--- src/design/decimal_string_to_int32_assert.svh ---
// assertion macros for the decimal string parser
`ifndef DECIMAL_STRING_TO_INT32_ASSERT_SVH
`define DECIMAL_STRING_TO_INT32_ASSERT_SVH

// same-cycle implication under reset
`define DSI_ASSERT_NOW(label, pre, post) \
  label: assert property (@(posedge clk) disable iff (rst) (pre) |-> (post)) \
    else $error("dsi assertion failed");

// next-cycle implication under reset
`define DSI_ASSERT_NEXT(label, pre, post) \
  label: assert property (@(posedge clk) disable iff (rst) (pre) |=> (post)) \
    else $error("dsi assertion failed");

`endif

--- src/design/dsi_pkg.sv ---
`default_nettype none
package dsi_pkg;

  localparam int BUFFER_BYTES_DEF = 32;
  localparam int MAG_W = 32;
  localparam int ACC_W = 36;

  localparam logic [7:0] CH_NUL   = 8'h00;
  localparam logic [7:0] CH_TAB   = 8'h09;
  localparam logic [7:0] CH_CR    = 8'h0D;
  localparam logic [7:0] CH_SPACE = 8'h20;
  localparam logic [7:0] CH_PLUS  = 8'h2B;
  localparam logic [7:0] CH_MINUS = 8'h2D;
  localparam logic [7:0] CH_ZERO  = 8'h30;
  localparam logic [7:0] CH_NINE  = 8'h39;

  localparam logic [ACC_W-1:0] LIMIT_POS = 36'h07FFFFFFF;
  localparam logic [ACC_W-1:0] LIMIT_NEG = 36'h080000000;

  typedef enum logic [2:0] {
    PH_BLANK,
    PH_SPACE,
    PH_SIGN,
    PH_DIGIT,
    PH_DONE
  } phase_t;

  typedef struct packed {
    logic signed [MAG_W-1:0] value;
    logic                    ok;
  } result_t;

endpackage
`default_nettype wire

--- src/design/dsi_in_if.sv ---
`default_nettype none
interface dsi_in_if;
  logic       valid;
  logic       ready;
  logic [7:0] char_byte;
  logic       last;
  logic       no_chars;

  modport source (output valid, output char_byte, output last, output no_chars, input ready);
  modport sink (input valid, input char_byte, input last, input no_chars, output ready);
endinterface
`default_nettype wire

--- src/design/dsi_out_if.sv ---
`default_nettype none
interface dsi_out_if;
  logic               valid;
  logic               ready;
  logic signed [31:0] value;
  logic               ok;

  modport source (output valid, output value, output ok, input ready);
  modport sink (input valid, input value, input ok, output ready);
endinterface
`default_nettype wire

--- src/design/dsi_digit.sv ---
`default_nettype none
module dsi_digit (
  input  wire logic [dsi_pkg::MAG_W-1:0] mag,
  input  wire logic                      negative,
  input  wire logic                      failed,
  input  wire logic [3:0]                digit,
  output logic      [dsi_pkg::MAG_W-1:0] mag_next,
  output logic                           failed_next
);
  import dsi_pkg::*;

  logic [ACC_W-1:0] acc;
  logic [ACC_W-1:0] limit;

  // magnitude times ten plus digit, as two shifted adds
  assign acc = (ACC_W'(mag) << 3) + (ACC_W'(mag) << 1) + ACC_W'(digit);
  assign limit = negative ? LIMIT_NEG : LIMIT_POS;

  always_comb begin
    mag_next = mag;
    failed_next = failed;
    if (!failed) begin
      if (acc > limit) begin
        failed_next = 1'b1;
      end else begin
        mag_next = acc[MAG_W-1:0];
      end
    end
  end
endmodule
`default_nettype wire

--- src/design/dsi_parse.sv ---
`default_nettype none
module dsi_parse #(
  parameter int BUFFER_BYTES = dsi_pkg::BUFFER_BYTES_DEF
) (
  input  wire logic            clk,
  input  wire logic            rst,
  input  wire logic            step,
  input  wire logic [7:0]      char_byte,
  input  wire logic            last,
  input  wire logic            no_chars,
  output dsi_pkg::result_t     res
);
  import dsi_pkg::*;

  localparam int CNT_W = $clog2(BUFFER_BYTES);
  localparam logic [CNT_W-1:0] CNT_LIMIT = CNT_W'(BUFFER_BYTES - 1);

  phase_t             phase, phase_next;
  logic [CNT_W-1:0]   counted, counted_next;
  logic [MAG_W-1:0]   magnitude, magnitude_next;
  logic               negative, negative_next;
  logic               failed, failed_next;

  logic               is_digit, is_space, is_blank;
  phase_t             src_phase;
  phase_t             cb_phase;
  logic               cb_negative, cb_failed;
  logic [MAG_W-1:0]   cb_mag;
  logic [MAG_W-1:0]   dg_mag;
  logic               dg_failed;

  assign is_digit = (char_byte >= CH_ZERO) && (char_byte <= CH_NINE);
  assign is_space = (char_byte == CH_SPACE) || ((char_byte >= CH_TAB) && (char_byte <= CH_CR));
  assign is_blank = (char_byte == CH_SPACE) || (char_byte == CH_TAB);
  assign src_phase = (phase == PH_BLANK) ? PH_SPACE : phase;

  dsi_digit u_digit (
    .mag         (magnitude),
    .negative    (negative),
    .failed      (failed),
    .digit       (4'(char_byte - CH_ZERO)),
    .mag_next    (dg_mag),
    .failed_next (dg_failed)
  );

  // one byte of counted text
  always_comb begin
    cb_phase = src_phase;
    cb_negative = negative;
    cb_failed = failed;
    cb_mag = magnitude;
    case (src_phase)
      PH_SPACE: begin
        if (is_space) begin
          cb_phase = PH_SPACE;
        end else if (char_byte == CH_PLUS || char_byte == CH_MINUS) begin
          cb_negative = (char_byte == CH_MINUS);
          cb_phase = PH_SIGN;
        end else if (is_digit) begin
          cb_mag = dg_mag;
          cb_failed = dg_failed;
          cb_phase = PH_DIGIT;
        end else begin
          cb_failed = 1'b1;
          cb_phase = PH_DONE;
        end
      end
      PH_SIGN: begin
        if (is_digit) begin
          cb_mag = dg_mag;
          cb_failed = dg_failed;
          cb_phase = PH_DIGIT;
        end else begin
          cb_failed = 1'b1;
          cb_phase = PH_DONE;
        end
      end
      PH_DIGIT: begin
        if (is_digit) begin
          cb_mag = dg_mag;
          cb_failed = dg_failed;
        end else begin
          if (char_byte != CH_NUL) begin
            cb_failed = 1'b1;
          end
          cb_phase = PH_DONE;
        end
      end
      default: begin
        cb_phase = src_phase;
      end
    endcase
  end

  always_comb begin
    phase_next = phase;
    counted_next = counted;
    magnitude_next = magnitude;
    negative_next = negative;
    failed_next = failed;
    if (!no_chars) begin
      if (phase == PH_BLANK) begin
        if (!is_blank) begin
          counted_next = CNT_W'(1);
          if (char_byte == CH_NUL) begin
            phase_next = PH_DONE;
          end else begin
            phase_next = cb_phase;
            magnitude_next = cb_mag;
            negative_next = cb_negative;
            failed_next = cb_failed;
          end
        end
      end else if (phase != PH_DONE && counted < CNT_LIMIT) begin
        counted_next = counted + 1'b1;
        phase_next = cb_phase;
        magnitude_next = cb_mag;
        negative_next = cb_negative;
        failed_next = cb_failed;
      end
    end
    res.ok = ((phase_next == PH_DIGIT) || (phase_next == PH_DONE)) && !failed_next;
    res.value = '0;
    if (res.ok) begin
      res.value = negative_next ? $signed(~magnitude_next + 1'b1) : $signed(magnitude_next);
    end
  end

  always_ff @(posedge clk) begin
    if (rst) begin
      phase <= PH_BLANK;
      counted <= '0;
      magnitude <= '0;
      negative <= 1'b0;
      failed <= 1'b0;
    end else if (step) begin
      if (last) begin
        phase <= PH_BLANK;
        counted <= '0;
        magnitude <= '0;
        negative <= 1'b0;
        failed <= 1'b0;
      end else begin
        phase <= phase_next;
        counted <= counted_next;
        magnitude <= magnitude_next;
        negative <= negative_next;
        failed <= failed_next;
      end
    end
  end
endmodule
`default_nettype wire

--- src/design/decimal_string_to_int32.sv ---
// a request is registered in the input stage, parsed when that stage advances, and for a final
// byte the parse result is registered in the output stage, where it is held until taken
// throughput: one byte per cycle, but a final byte waits while an unread result is held
// reset: rst is synchronous, active high; it empties both registers and restarts the parse
`default_nettype none
module decimal_string_to_int32 #(
  parameter int BUFFER_BYTES = dsi_pkg::BUFFER_BYTES_DEF
) (
  input wire logic  clk,
  input wire logic  rst,
  dsi_in_if.sink    chars,
  dsi_out_if.source result
);
  import dsi_pkg::*;

  logic       s1_valid;
  logic [7:0] s1_byte;
  logic       s1_last;
  logic       s1_none;
  logic       s1_adv;
  result_t    res;
  logic       out_valid;
  result_t    out_res;

  assign s1_adv = s1_valid && (!s1_last || !out_valid || result.ready);
  assign chars.ready = !s1_valid || s1_adv;

  dsi_parse #(
    .BUFFER_BYTES (BUFFER_BYTES)
  ) u_parse (
    .clk       (clk),
    .rst       (rst),
    .step      (s1_adv),
    .char_byte (s1_byte),
    .last      (s1_last),
    .no_chars  (s1_none),
    .res       (res)
  );

  always_ff @(posedge clk) begin
    if (rst) begin
      s1_valid <= 1'b0;
    end else if (chars.valid && chars.ready) begin
      s1_valid <= 1'b1;
    end else if (s1_adv) begin
      s1_valid <= 1'b0;
    end
  end

  always_ff @(posedge clk) begin
    if (chars.valid && chars.ready) begin
      s1_byte <= chars.char_byte;
      s1_last <= chars.last;
      s1_none <= chars.no_chars;
    end
  end

  always_ff @(posedge clk) begin
    if (rst) begin
      out_valid <= 1'b0;
    end else if (s1_adv && s1_last) begin
      out_valid <= 1'b1;
    end else if (result.ready) begin
      out_valid <= 1'b0;
    end
  end

  always_ff @(posedge clk) begin
    if (s1_adv && s1_last) begin
      out_res <= res;
    end
  end

  assign result.valid = out_valid;
  assign result.value = out_res.value;
  assign result.ok = out_res.ok;

`include "decimal_string_to_int32_assert.svh"

  `DSI_ASSERT_NEXT(a_stall_holds, s1_valid && s1_last && out_valid && !result.ready, s1_valid)
  `DSI_ASSERT_NEXT(a_final_gives_result, s1_adv && s1_last, result.valid)
  `DSI_ASSERT_NOW(a_fail_is_zero, result.valid && !result.ok, result.value == '0)

endmodule
`default_nettype wire

--- src/flat_wrapper.sv ---
// flat-port wrapper written by rule: the top's interface ports become plain ports
module decimal_string_to_int32_flat import dsi_pkg::*;
#(
  parameter int BUFFER_BYTES = dsi_pkg::BUFFER_BYTES_DEF
)
  (clk, rst, chars_valid, chars_char_byte, chars_last, chars_no_chars, chars_ready, result_valid, result_value, result_ok, result_ready);
  dsi_in_if chars_i ();
  dsi_out_if result_i ();
  input wire logic clk;
  input wire logic rst;
  input wire logic [$bits(chars_i.valid)-1:0] chars_valid;
  input wire logic [$bits(chars_i.char_byte)-1:0] chars_char_byte;
  input wire logic [$bits(chars_i.last)-1:0] chars_last;
  input wire logic [$bits(chars_i.no_chars)-1:0] chars_no_chars;
  output wire logic [$bits(chars_i.ready)-1:0] chars_ready;
  output wire logic [$bits(result_i.valid)-1:0] result_valid;
  output wire logic [$bits(result_i.value)-1:0] result_value;
  output wire logic [$bits(result_i.ok)-1:0] result_ok;
  input wire logic [$bits(result_i.ready)-1:0] result_ready;
  assign chars_i.valid = chars_valid;
  assign chars_i.char_byte = chars_char_byte;
  assign chars_i.last = chars_last;
  assign chars_i.no_chars = chars_no_chars;
  assign chars_ready = chars_i.ready;
  assign result_valid = result_i.valid;
  assign result_value = result_i.value;
  assign result_ok = result_i.ok;
  assign result_i.ready = result_ready;
  decimal_string_to_int32 #(.BUFFER_BYTES(BUFFER_BYTES)) u_core (.clk(clk), .rst(rst), .chars(chars_i), .result(result_i));
endmodule
--- config.mk ---
export PLATFORM = sky130hd
export DESIGN_NAME = decimal_string_to_int32_flat
export DESIGN_NICKNAME = d
export VERILOG_FILES = /design/src/design/dsi_pkg.sv /design/src/design/dsi_in_if.sv /design/src/design/dsi_out_if.sv /design/src/design/dsi_digit.sv /design/src/design/dsi_parse.sv /design/src/design/decimal_string_to_int32.sv /design/src/flat_wrapper.sv
export VERILOG_INCLUDE_DIRS = /design/src /design/src/design
export SDC_FILE = /design/constraint.sdc
export NUM_CORES = 1
export LEC_CHECK = 0
export ABC_CLOCK_PERIOD_IN_PS = 17000
export BUFFER_PORTS_ARGS = -buffer_cell sky130_fd_sc_hd__buf_2
export CAP_MARGIN = 10
export CORE_MARGIN = 10
export CORE_UTILIZATION = 65
export CTS_BUF_LIST = sky130_fd_sc_hd__clkbuf_8
export DETAILED_ROUTE_END_ITERATION = 7
export PLACE_DENSITY_LB_ADDON = 0.05
export SYNTH_ARGS = -nofsm -noshare
export SYNTH_HDL_FRONTEND = slang
export SYNTH_HIERARCHICAL = 1
export SYNTH_SLANG_ARGS = --single-unit
export TNS_END_PERCENT = 100
--- constraint.sdc ---
create_clock -name clk -period 17 [get_ports clk]
set_clock_uncertainty 0.05 [all_clocks]
set_input_delay 0.85 -clock clk [delete_from_list [all_inputs] [get_ports clk]]
set_output_delay 0.85 -clock clk [all_outputs]
set_load 0.01 [all_outputs]
==> results of run 1 <==
cells by family after synthesis:
logic type               Yosys count  share of synthesized area [%]
multiplexers                      41                           6.78
XOR/XNOR                          58                           6.16
AO/OA/AOI/OAI                    295                           25.6
flip-flops                        87                           26.3
AND/OR/NAND/NOR                  263                           16.1
adder cells (fa/ha/maj)           99                           15.2
buffers and inverters             67                           3.88
path summary, 6_finish.rpt:
path                                           from                      end  slack, ns  depth (start not counted)
worst max register to register    u_core/s1_byte[3]  u_core/result.value[29]       8.36                         26
worst max-delay path              u_core/s1_byte[3]  u_core/result.value[29]       8.36                         26
worst min-delay path            u_core/result.valid      u_core/result.valid       0.48                          2
worst min register to register  u_core/result.valid      u_core/result.valid       0.48                          2
final cells by class:
| class | instances | area (um^2) |
|---|---|---|
| clock buffer | 9 | 124 |
| clock inverter | 7 | 71.3 |
| fill | 1030 | 3800 |
| inverter | 22 | 82.6 |
| multi-input combinational | 756 | 5770 |
| sequential | 87 | 2170 |
| tap | 172 | 215 |
| timing repair buffer | 54 | 285 |
power by group:
part           switching, mW  internal (mW)
clock                 0.0868         0.0577
sequential           0.00384          0.222
combinational         0.0248         0.0112
total                  0.115          0.291
worst register-to-register path, stage by stage (launching register included):
cell	delay [ns]
sky130_fd_sc_hd__edfxtp_1	0.55
sky130_fd_sc_hd__fa_1	0.55
sky130_fd_sc_hd__ha_1	0.33
sky130_fd_sc_hd__a211oi_1	0.29
sky130_fd_sc_hd__o211ai_1	0.20
sky130_fd_sc_hd__a211o_1	0.33
sky130_fd_sc_hd__a41oi_2	0.28
sky130_fd_sc_hd__o31ai_1	0.15
sky130_fd_sc_hd__a21oi_1	0.36
sky130_fd_sc_hd__o21bai_1	0.20
sky130_fd_sc_hd__xor2_1	0.20
sky130_fd_sc_hd__ha_1	0.32
sky130_fd_sc_hd__nand4_1	0.13
sky130_fd_sc_hd__or3_1	0.41
sky130_fd_sc_hd__nor4_1	0.29
sky130_fd_sc_hd__a22o_1	0.18
sky130_fd_sc_hd__o211ai_1	0.13
sky130_fd_sc_hd__a2111oi_4	0.35
sky130_fd_sc_hd__buf_4	0.55
sky130_fd_sc_hd__mux2_2	0.44
sky130_fd_sc_hd__o31ai_1	0.25
sky130_fd_sc_hd__nand3_1	0.14
sky130_fd_sc_hd__a222oi_1	0.56
sky130_fd_sc_hd__and4_1	0.64
sky130_fd_sc_hd__a41oi_1	0.22
sky130_fd_sc_hd__xnor2_1	0.22
sky130_fd_sc_hd__nor2_1	0.06
synthesized netlist by cell type (7+ instances only):
| cell type | number |
|---|---|
| sky130_fd_sc_hd__ha_1 | 97 |
| sky130_fd_sc_hd__o31ai_1 | 9 |
| sky130_fd_sc_hd__a22o_1 | 17 |
| sky130_fd_sc_hd__edfxtp_1 | 43 |
| sky130_fd_sc_hd__nor4_1 | 11 |
| sky130_fd_sc_hd__and2_1 | 11 |
| sky130_fd_sc_hd__a21o_1 | 23 |
| sky130_fd_sc_hd__dfxtp_1 | 44 |
| sky130_fd_sc_hd__buf_2 | 12 |
| sky130_fd_sc_hd__a21oi_1 | 76 |
| sky130_fd_sc_hd__nand2_1 | 26 |
| sky130_fd_sc_hd__inv_1 | 21 |
| sky130_fd_sc_hd__a31oi_1 | 19 |
| sky130_fd_sc_hd__a41oi_1 | 10 |
| sky130_fd_sc_hd__buf_6 | 7 |
| sky130_fd_sc_hd__a22oi_1 | 29 |
| sky130_fd_sc_hd__mux2_2 | 7 |
| sky130_fd_sc_hd__nand3_1 | 17 |
| sky130_fd_sc_hd__nor3_1 | 15 |
| sky130_fd_sc_hd__nand4_1 | 11 |
| sky130_fd_sc_hd__o21ai_0 | 29 |
| sky130_fd_sc_hd__mux2_4 | 28 |
| sky130_fd_sc_hd__xor2_1 | 22 |
| sky130_fd_sc_hd__nor2b_1 | 10 |
| sky130_fd_sc_hd__nor2_1 | 115 |
| sky130_fd_sc_hd__xnor2_1 | 36 |
| sky130_fd_sc_hd__clkbuf_1 | 22 |
| sky130_fd_sc_hd__nand2b_1 | 7 |
| sky130_fd_sc_hd__o211ai_1 | 9 |
state kept, by name, summed over array words and instances (netlist names):
signal,flops
u_core/result.ok,1
u_core/result.valid,1
u_core/result.value,32
u_core/s1_byte,8
u_core/s1_last,1
u_core/s1_none,1
u_core/s1_valid,1
u_core/u_parse/counted,5
u_core/u_parse/failed,1
u_core/u_parse/magnitude,32
u_core/u_parse/negative,1
u_core/u_parse/phase,3
cells in the final DEF, fill, tap and decap left out, types with 9 or more instances in the layout:
master	count
sky130_fd_sc_hd__a22o_1	17
sky130_fd_sc_hd__clkbuf_8	9
sky130_fd_sc_hd__o211ai_1	9
sky130_fd_sc_hd__and2_1	11
sky130_fd_sc_hd__a21oi_1	76
sky130_fd_sc_hd__nand4_1	11
sky130_fd_sc_hd__edfxtp_1	43
sky130_fd_sc_hd__ha_1	97
sky130_fd_sc_hd__dfxtp_1	44
sky130_fd_sc_hd__a21o_1	23
sky130_fd_sc_hd__a31oi_1	19
sky130_fd_sc_hd__nor2_1	114
sky130_fd_sc_hd__nor4_1	11
sky130_fd_sc_hd__a41oi_1	10
sky130_fd_sc_hd__o31ai_1	9
sky130_fd_sc_hd__buf_2	48
sky130_fd_sc_hd__nor3_1	14
sky130_fd_sc_hd__nor2b_1	10
sky130_fd_sc_hd__xnor2_1	36
sky130_fd_sc_hd__a22oi_1	29
sky130_fd_sc_hd__o21ai_0	29
sky130_fd_sc_hd__xor2_1	22
sky130_fd_sc_hd__nand2_1	26
sky130_fd_sc_hd__nand3_1	17
sky130_fd_sc_hd__mux2_4	28
sky130_fd_sc_hd__inv_1	21
metrics by stage:
step / total power, mW / util (%)
2_1_floorplan: 0.256 / -
3_3_place_gp: 0.265 / 68.1
3_5_place_dp: 0.266 / 68.1
6_report: 0.407 / 69.7
5_1_grt: 0.421 / 69.7
4_1_cts: 0.409 / 69.7
metal layers:
metal	part of all wire, %	GRT usage (%)	vias to the layer above
met1	42	29.4	3564
met3	7.3	4.73	61
met4	3.6	11.2	0
met2	47	40.6	351
li1	-	-	3524
met5	0	0	-
==> PnR_summary.wiki, run 1 <==
{| class="wikitable"
! Metric !! Value
|-
| Result of the run || finished, final reports clean
|-
| Max IR drop VDD || 0.0000589 V
|-
| Total number of vias || 7,500
|-
| Sum Neg Setup Slack || 0 ns
|-
| Cell types with the largest area share after synthesis || sky130_fd_sc_hd__edfxtp_1, sky130_fd_sc_hd__ha_1, sky130_fd_sc_hd__dfxtp_1, sky130_fd_sc_hd__nor2_1, sky130_fd_sc_hd__mux2_4
|-
| Detailed-routing iteration count for the pre-antenna-repair pass || 6
|-
| Initial cell density of the core || 65.9%
|-
| Clock root buffer master || sky130_fd_sc_hd__clkbuf_8
|-
| RSZ-0062 raised after global routing || no
|-
| Routability congestion estimate || between 0.9 and 1
|-
| Die area || 17,600 um^2
|-
| Final critical-path required period || 8.64 ns
|-
| Placement-stage worst setup slack || 8.58 ns
|-
| Area added between synthesis and finish || 5.70%
|-
| Clock Latency Late Sink || 0.39 ns
|-
| Hold violation count in the final report || 0
|-
| DRC marker count from the first detailed-route iteration || 703
|-
| Post-synthesis instance area || 8250 um^2
|-
| Required time at the endpoint of the critical path || 17.06 ns
|-
| Highest attainable clock frequency || 0.116 GHz
|-
| Wire length per cell after detailed routing || 20.2 um
|-
| DRT antenna net count || 0
|-
| Vias in the first global route || 7,114
|-
| Cell Rows || 41
|-
| Sequential fraction of the synthesis area || a little over a quarter
|-
| Total of warnings raised by yosys || 6
|-
| Setup bufs post-CTS || 0
|-
| Fin Hold WS || around 0.48 ns
|-
| Fraction of layout instances using a drive strength above 1 || 14.4%
|-
| Area of all placed cells without fillers || 8720 um^2
|-
| Largest area contributor in the netlist || sky130_fd_sc_hd__edfxtp_1
|-
| Static leakage power || 3.90 nW
|-
| Post-CTS resize count || 0
|-
| Delay contributed by the slowest stage of the critical path || 0.64 ns
|-
| Fraction of registers with async set or reset after synthesis || 0%
|-
| Startpoint type of the worst setup path || flip-flop
|-
| Die Ht || 133 um
|-
| Worst slew margin || 23.2%
|-
| Total instance count after detailed placement || between 1,000 and 1,500
|-
| Final worst-path setup slack || 8.36 ns
|-
| Areal power density over the cells || 46.6 nW/um^2
|-
| Total global-route track usage || 24.3%
|-
| Final-report setup violation count || 0
|-
| Count of different cell masters after synthesis || slightly below 90
|-
| Count of inserted antenna diode cells || 0
|-
| Pin count of the biggest net entering global routing || 45
|-
| Crit Path Category || flip-flop to flip-flop
|-
| Number of pins exceeding their max-slew limit in the final report || 0
|-
| Cell count after synthesis || 910
|-
| Congestion Overflow GR || 0
|-
| Synth Net Count || between 1,000 and 1,500
|-
| TritonCTS Buffers || 9
|-
| Core area || between 10,000 and 15,000 um^2
|-
| CTS sink cnt || 87
|-
| Avg Vias per Cell || 6.78
|-
| Half-perimeter wire length of the detailed placement result || 16,800 um
|-
| Cell area reported after detailed placement || about 8500 um^2
|-
| Portion of the clock cycle consumed by the worst path in the final layout || slightly above 50%
|-
| Number of buffers inserted by port buffering || 48
|-
| Deepest level of the CTS H-tree || 3
|-
| Clock tree from TritonCTS || done
|-
| Slowest cell on the critical path || sky130_fd_sc_hd__and4_1
|-
| Dominant delay contributor by cell family on the critical path || compound AO/OA/AOI/OAI gates
|-
| Top-level I/O count || roughly 50
|-
| Number of hold buffers added after cts || 0
|-
| Average instance area after synthesis || 9.06 um^2
|-
| Clock Pin Slew Worst Setup and Hold Paths || 0.09 ns
|-
| Count of buffering cells on the critical path with inverters included || 1
|-
| Fraction of synthesized cell area taken by the top area cell type || 15.7%
|-
| Critical Path Fanout Max || 33
|-
| Max-cap viol count || 0
|-
| Fin cells || 1,107
|-
| Final Net Count || 1,043
|-
| CP Data Arrival Time || 8.70 ns
|-
| Type of the tightest min-delay check || flip-flop to flip-flop
|-
| Overall routed net length || approximately 22,000 um
|-
| Register bit count reported by yosys || 87
|-
| Number of remaining DRC errors || 0
|-
| Floorplan die width || 133 um
|-
| Critical Path Sink Type || flip-flop
|-
| Most used DFF post-synth || sky130_fd_sc_hd__dfxtp_1
|-
| Worst Tran Pin Value || 1.15 ns
|-
| Antenna violations before repair || 0
|-
| Wire length of the first global-routing pass || 35,600 um
|-
| Number of buffers between clock root and the deepest sink || 2
|-
| EDFF count, synth || 43
|}
No activity file was read; power rests on OpenSTA's default activity.
==> inputs of run 2 (changes only) <==
ABC_CLOCK_PERIOD_IN_PS = 7800   (was 17000)
CORE_UTILIZATION = 58   (was 65)
clock period = 7.8 ns   (was 17 ns; I/O delays follow)
==> run 2 against run 1 <==
Total power rose by 130%. Sequential cell count did not move. Via count rose by 0.83%. Critical endpoint is now u_core/result.value[16]. Sequential power rose by 120%. Fmax rose by 16%. Worst setup slack got worse by 8.0 ns. Highest routed layer unchanged. Register-to-register slack got worse by 8.0 ns. Core utilization fell by 5.4 points.
==> PnR_summary.wiki, run 2 (synthesis results as in run 1) <==
{| class="wikitable"
! Metric !! Value
|-
| Result of the run || finished, final reports clean
|-
| Top-level I/O count || 49
|-
| Fin Hold WS || 0.118 ns
|-
| Slowest cell on the critical path || sky130_fd_sc_hd__fa_1
|-
| Hold violation count in the final report || 0
|-
| Core area || roughly 14,000 um^2
|-
| Power consumption || 916 uW
|-
| Startpoint of the worst setup timing path || u_core/s1_byte[3]
|-
| Routability congestion estimate || 0.910
|-
| Number of buffers inserted by port buffering || 48
|-
| Detailed-routing iteration count for the pre-antenna-repair pass || 5
|-
| Die area || around 19,000 um^2
|-
| Deepest level of the CTS H-tree || 3
|-
| Final-report setup violation count || 0
|-
| Crit Path Category || flip-flop to flip-flop
|-
| Final worst-path setup slack || 0.367 ns
|-
| Pin count of the biggest net entering global routing || 45
|-
| Type of the tightest min-delay check || input port to flip-flop
|-
| Fraction of layout instances using a drive strength above 1 || 16.6%
|-
| Placement-stage worst setup slack || 0.0657 ns
|-
| Delay contributed by the slowest stage of the critical path || 0.51 ns
|-
| Share of power burned in combinational logic || a little under a tenth
|-
| CP Data Arrival Time || 7.49 ns
|-
| Floorplan die width || 139 um
|-
| Die Ht || 139 um
|-
| Startpoint type of the worst setup path || flip-flop
|-
| Count of inserted antenna diode cells || 0
|-
| DRT antenna net count || 0
|-
| Areal power density over the cells || 103 nW/um^2
|-
| DRC marker count from the first detailed-route iteration || 723
|-
| Congestion Overflow GR || 0
|-
| Power spent charging and discharging nets || 252 uW
|-
| Worst Tran Pin Value || 1.22 ns
|-
| CTS sink cnt || 87
|-
| Clock root buffer master || sky130_fd_sc_hd__clkbuf_8
|-
| Switching part of the total || 27.6%
|-
| Total internal power || between 600 and 700 uW
|-
| Antenna violations before repair || 0
|-
| Wire length of the first global-routing pass || 37,400 um
|-
| Overall routed net length || 23,300 um
|-
| Clock tree from TritonCTS || done
|-
| Half-perimeter wire length of the detailed placement result || 17,500 um
|-
| Initial cell density of the core || 59.4%
|-
| Critical Path Sink Type || flip-flop
|-
| Max-cap viol count || 0
|-
| Max IR drop VDD || 0.000110 V
|-
| Final Net Count || 1,059
|-
| Number of hold buffers added after cts || 0
|-
| Cell Rows || 43
|-
| Critical Path Fanout Max || 11
|-
| Worst min-delay path startpoint || chars_char_byte[2]
|-
| Required time at the endpoint of the critical path || approximately 8 ns
|-
| Fillers || 1,224
|-
| Most common cell after layout, fill and taps aside || sky130_fd_sc_hd__nor2_1
|-
| Final critical-path required period || 7.43 ns
|-
| Total number of vias || 7,562
|-
| Most frequent cells in the layout || sky130_fd_sc_hd__nor2_1, sky130_fd_sc_hd__ha_1, sky130_fd_sc_hd__a21oi_1, sky130_fd_sc_hd__buf_2, sky130_fd_sc_hd__dfxtp_1
|-
| Worst slew margin || 17.9%
|-
| Static leakage power || 4.01 nW
|-
| Number of buffers between clock root and the deepest sink || 2
|-
| Clock Latency Late Sink || 0.39 ns
|-
| TritonCTS Buffers || 9
|-
| Vias in the first global route || 7,190
|-
| Clock Pin Slew Worst Setup and Hold Paths || 0.10 ns
|-
| Sequential share of power || 53.7%
|-
| Avg Vias per Cell || around 6.7
|-
| Portion of the clock cycle consumed by the worst path in the final layout || 95.3%
|-
| Area added between synthesis and finish || 8.07%
|-
| Highest attainable clock frequency || between 0.1 and 0.15 GHz
|-
| Number of remaining DRC errors || 0
|-
| Wire length per cell after detailed routing || 20.6 um
|-
| Clk pwr share || between 30% and 40%
|-
| Critical register-to-register path startpoint || u_core/s1_byte[3]
|-
| Total global-route track usage || between 20% and 30%
|-
| Number of pins exceeding their max-slew limit in the final report || 0
|}
[run 2: timing repair]
action / 4_1_cts / 5_1_grt
setup endpoints to repair: 0 / 27
buffers inserted: 0 / 7
gates resized for setup: 0 / 9
[run 2: power groups by stage]
stage / clock network [mW] / registers, mW / logic [mW]
global route: 0.368 / 0.492 / 0.0896
global placement: 0 / 0.502 / 0.0793
detailed placement: 0 / 0.502 / 0.0811
finish: 0.340 / 0.491 / 0.0840
floorplan: 0 / 0.501 / 0.0584
CTS: 0.348 / 0.491 / 0.0814
[run 2: stage by stage]
stage | utilization (%) | cells | area, um^2 | setup TNS [ns]
global placement | 62.0 | 1108 | 8610 | 0
detailed placement | 62.0 | 1108 | 8610 | 0
finish | 64.2 | 1131 | 8910 | 0
floorplan | - | 910 | 8250 | 0
CTS | 63.5 | 1124 | 8810 | 0
global route | 64.2 | 1131 | 8910 | -0.0619
[run 2: area by class of cell]
cell class,count,area [um^2],area share [%]
clock buffer,9,124,1.39
tap,180,225,2.53
sequential,87,2170,24.4
clock inverter,7,78.8,0.884
multi-input combinational,756,5810,65.2
timing repair buffer,70,422,4.73
inverter,22,82.6,0.926
[run 2: worst paths after layout]
| path | end | slack (ns) | depth (start not counted) |
|---|---|---|---|
| hold reg to reg | u_core/result.valid | 0.47 | 2 |
| setup / recovery | u_core/result.value[16] | 0.37 | 28 |
| setup reg to reg | u_core/result.value[16] | 0.37 | 28 |
| hold / removal | u_core/s1_byte[2] | 0.12 | 1 |
[run 2: worst max-delay path, delay by kind of cell (launching register included)]
family | cells | cell delay, ns
AOI/OAI and AO/OA | 13 | 2.94
adders and majority gates | 3 | 1.20
and+or+nand+nor | 6 | 1.18
buffers and inverters | 3 | 0.59
DFF | 1 | 0.46
xor gates and xnor gates | 2 | 0.40
muxes | 1 | 0.31
[run 2: routing by layer]
layer	wire length, um	global-route usage, %	vias to the layer above
met3	1350	3.74	48
met2	11000	37.8	274
met1	10400	29.8	3687
met4	610	8.29	0
met5	0	0	-
li1	-	-	3553
==> inputs of run 3 (changes only) <==
CORE_UTILIZATION = 45   (was 58)
==> run 3 against run 2 <==
Via count down 1.3%. Worst setup slack worse by 0.14 ns. Die area increased by 25%. Worst hold slack improved by 0.021 ns. Core utilization fell by 14 points.
==> PnR_summary.wiki, run 3 (synthesis results as in run 1) <==
{| class="wikitable"
! Metric !! Value
|-
| Result of the run || finished, final reports clean
|-
| Floorplan die width || 155 um
|-
| Sequential cell area || between 2000 and 2500 um^2
|-
| Overall routed net length || around 26,000 um
|-
| Number of pins exceeding their max-slew limit in the final report || 0
|-
| Highest attainable clock frequency || about 0.13 GHz
|-
| Fin cells || between 1,000 and 1,500
|-
| DRT antenna net count || 0
|-
| Required time at the endpoint of the critical path || 7.84 ns
|-
| Vias in the first global route || just over 7,000
|-
| Count of buffering cells on the critical path with inverters included || 3
|-
| Area added between synthesis and finish || 10.7%
|-
| Power consumption || ~950 uW
|-
| Dominant delay contributor by cell family on the critical path || compound AO/OA/AOI/OAI gates
|-
| TritonCTS Buffers || 9
|-
| Type of the tightest min-delay check || input port to flip-flop
|-
| Hold violation count in the final report || 0
|-
| Final critical-path required period || 7.57 ns
|-
| Total instance count after detailed placement || 1,162
|-
| Core area || 18,000 um^2
|-
| Avg Vias per Cell || around 6.3
|-
| Number of buffers between clock root and the deepest sink || 2
|-
| Slowest cell on the critical path || sky130_fd_sc_hd__fa_2
|-
| Critical register-to-register path startpoint || u_core/s1_byte[3]
|-
| Static leakage power || 4.08 nW
|-
| Worst min-delay path startpoint || chars_char_byte[4]
|-
| Antenna violations before repair || 0
|-
| Area occupied by multi-input gates || just under 6000 um^2
|-
| Worst R2R Path Depth || 28
|-
| Worst slew margin || 18.1%
|-
| Endpoint of the lowest-slack register-to-register path || u_core/result.value[16]
|-
| CTS sink cnt || 87
|-
| Delay contributed by the slowest stage of the critical path || 0.60 ns
|-
| Max-cap viol count || 0
|-
| Total global-route track usage || 20.4%
|-
| Wire length per cell after detailed routing || 21.5 um
|-
| Number of remaining DRC errors || 0
|-
| Die Ht || 155 um
|-
| Areal power density over the cells || 104 nW/um^2
|-
| Max IR drop VDD || 0.0000781 V
|-
| Half-perimeter wire length of the detailed placement result || approximately 19,000 um
|-
| CP Data Arrival Time || 7.61 ns
|-
| Clock tree from TritonCTS || done
|-
| Most common cell after layout, fill and taps aside || sky130_fd_sc_hd__nor2_1
|-
| Critical Path Sink Type || flip-flop
|-
| Fillers || 1,756
|-
| Clock Latency Late Sink || about 0.38 ns
|-
| Pin count of the biggest net entering global routing || 45
|-
| DRC marker count from the first detailed-route iteration || 574
|-
| Critical Path Fanout Max || 11
|-
| Setup slack, reg-to-reg || 0.23 ns
|-
| Worst hold path endpoint || u_core/s1_byte[4]
|-
| Final-report setup violation count || 0
|-
| Worst Tran Pin Value || 1.23 ns
|-
| Wire length of the first global-routing pass || 40,100 um
|-
| Fraction of layout instances using a drive strength above 1 || 18.1%
|-
| Clock Pin Slew Worst Setup and Hold Paths || roughly 0.1 ns
|-
| Clock root buffer master || sky130_fd_sc_hd__clkbuf_8
|-
| Portion of the clock cycle consumed by the worst path in the final layout || 97.0%
|-
| Startpoint type of the worst setup path || flip-flop
|-
| Top-level I/O count || 49
|-
| Count of inserted antenna diode cells || 0
|-
| Worst Hold Path Cells || 1
|-
| Die area || 24,100 um^2
|-
| Number of buffers inserted by port buffering || 48
|-
| Cell Rows || 49
|-
| Total number of vias || approximately 7,500
|-
| Detailed-routing iteration count for the pre-antenna-repair pass || 5
|-
| Deepest level of the CTS H-tree || 3
|-
| Congestion Overflow GR || 0
|-
| Crit Path Category || flip-flop to flip-flop
|-
| Initial cell density of the core || a little under half
|-
| Routability congestion estimate || ~0.94
|-
| Final Net Count || 1,065
|-
| Most frequent cells in the layout || sky130_fd_sc_hd__nor2_1, sky130_fd_sc_hd__ha_1, sky130_fd_sc_hd__a21oi_1, sky130_fd_sc_hd__buf_2
|}
[run 3: cell count changes in the layout (fill, tap and decap cells not counted), sizes merged]
cell	previous run	this run
inv	24	26
bufinv	1	2
clkinv	2	1
buf	70	76
clkinvlp	2	0
[run 3: stage by stage]
step	instance area, um^2	util, %	hold WS [ns]	setup TNS, ns	setup slack (ns)
6_report	9130	50.6	0.139	0	0.232
5_1_grt	9130	50.6	0.113	-0.127	-0.0377
4_1_cts	8950	49.6	0.115	0	0.0377
3_5_place_dp	8720	48.4	0.466	0	0.0693
3_3_place_gp	8720	48.4	0.439	0	0.239
2_1_floorplan	8250	-	0.409	0	0.904
[run 3: layer usage]
layer | wire length [um] | track usage [%] | up-vias
met3 | 1360 | 2.65 | 29
li1 | - | - | 3568
met1 | 12000 | 28.3 | 3636
met5 | 0 | 0 | -
met4 | 340 | 5.12 | 0
met2 | 11800 | 32.7 | 227
[run 3: final cells by class]
class | count | share of cell area [%]
inverter | 22 | 0.905
clock buffer | 9 | 1.36
tap | 229 | 3.14
sequential | 87 | 23.8
multi-input combinational | 756 | 64.5
clock inverter | 7 | 1.03
timing repair buffer | 76 | 5.25
[run 3: repair_timing]
| action | 4_1_cts | 5_1_grt |
|---|---|---|
| hold buffers | 0 | 0 |
| endpoints found under the setup margin | 1 | 27 |
| pin swaps | 1 | 17 |
| setup buffers | 0 | 8 |
| resized for setup | 1 | 23 |
[run 3: worst max-delay path by stage]
stage | start | depth (start not counted) | slack [ns] | end
after floorplan | u_core/s1_byte[3] | 27 | 0.90 | u_core/result.value[29]
after global placement | u_core/s1_byte[3] | 28 | 0.24 | u_core/result.value[16]
after detailed placement | u_core/s1_byte[3] | 30 | 0.07 | u_core/result.value[16]
after CTS | u_core/s1_byte[3] | 28 | 0.04 | u_core/result.value[16]
after global routing | u_core/s1_byte[3] | 28 | -0.04 | u_core/result.value[16]
final | u_core/s1_byte[3] | 28 | 0.23 | u_core/result.value[16]
[run 3: report_power, final]
part | internal (mW) | leakage (nW) | switching, mW
clock network | 0.182 | 0.118 | 0.186
registers | 0.484 | 0.803 | 0.00755
logic | 0.0282 | 3.16 | 0.0595
total | 0.695 | 4.08 | 0.253
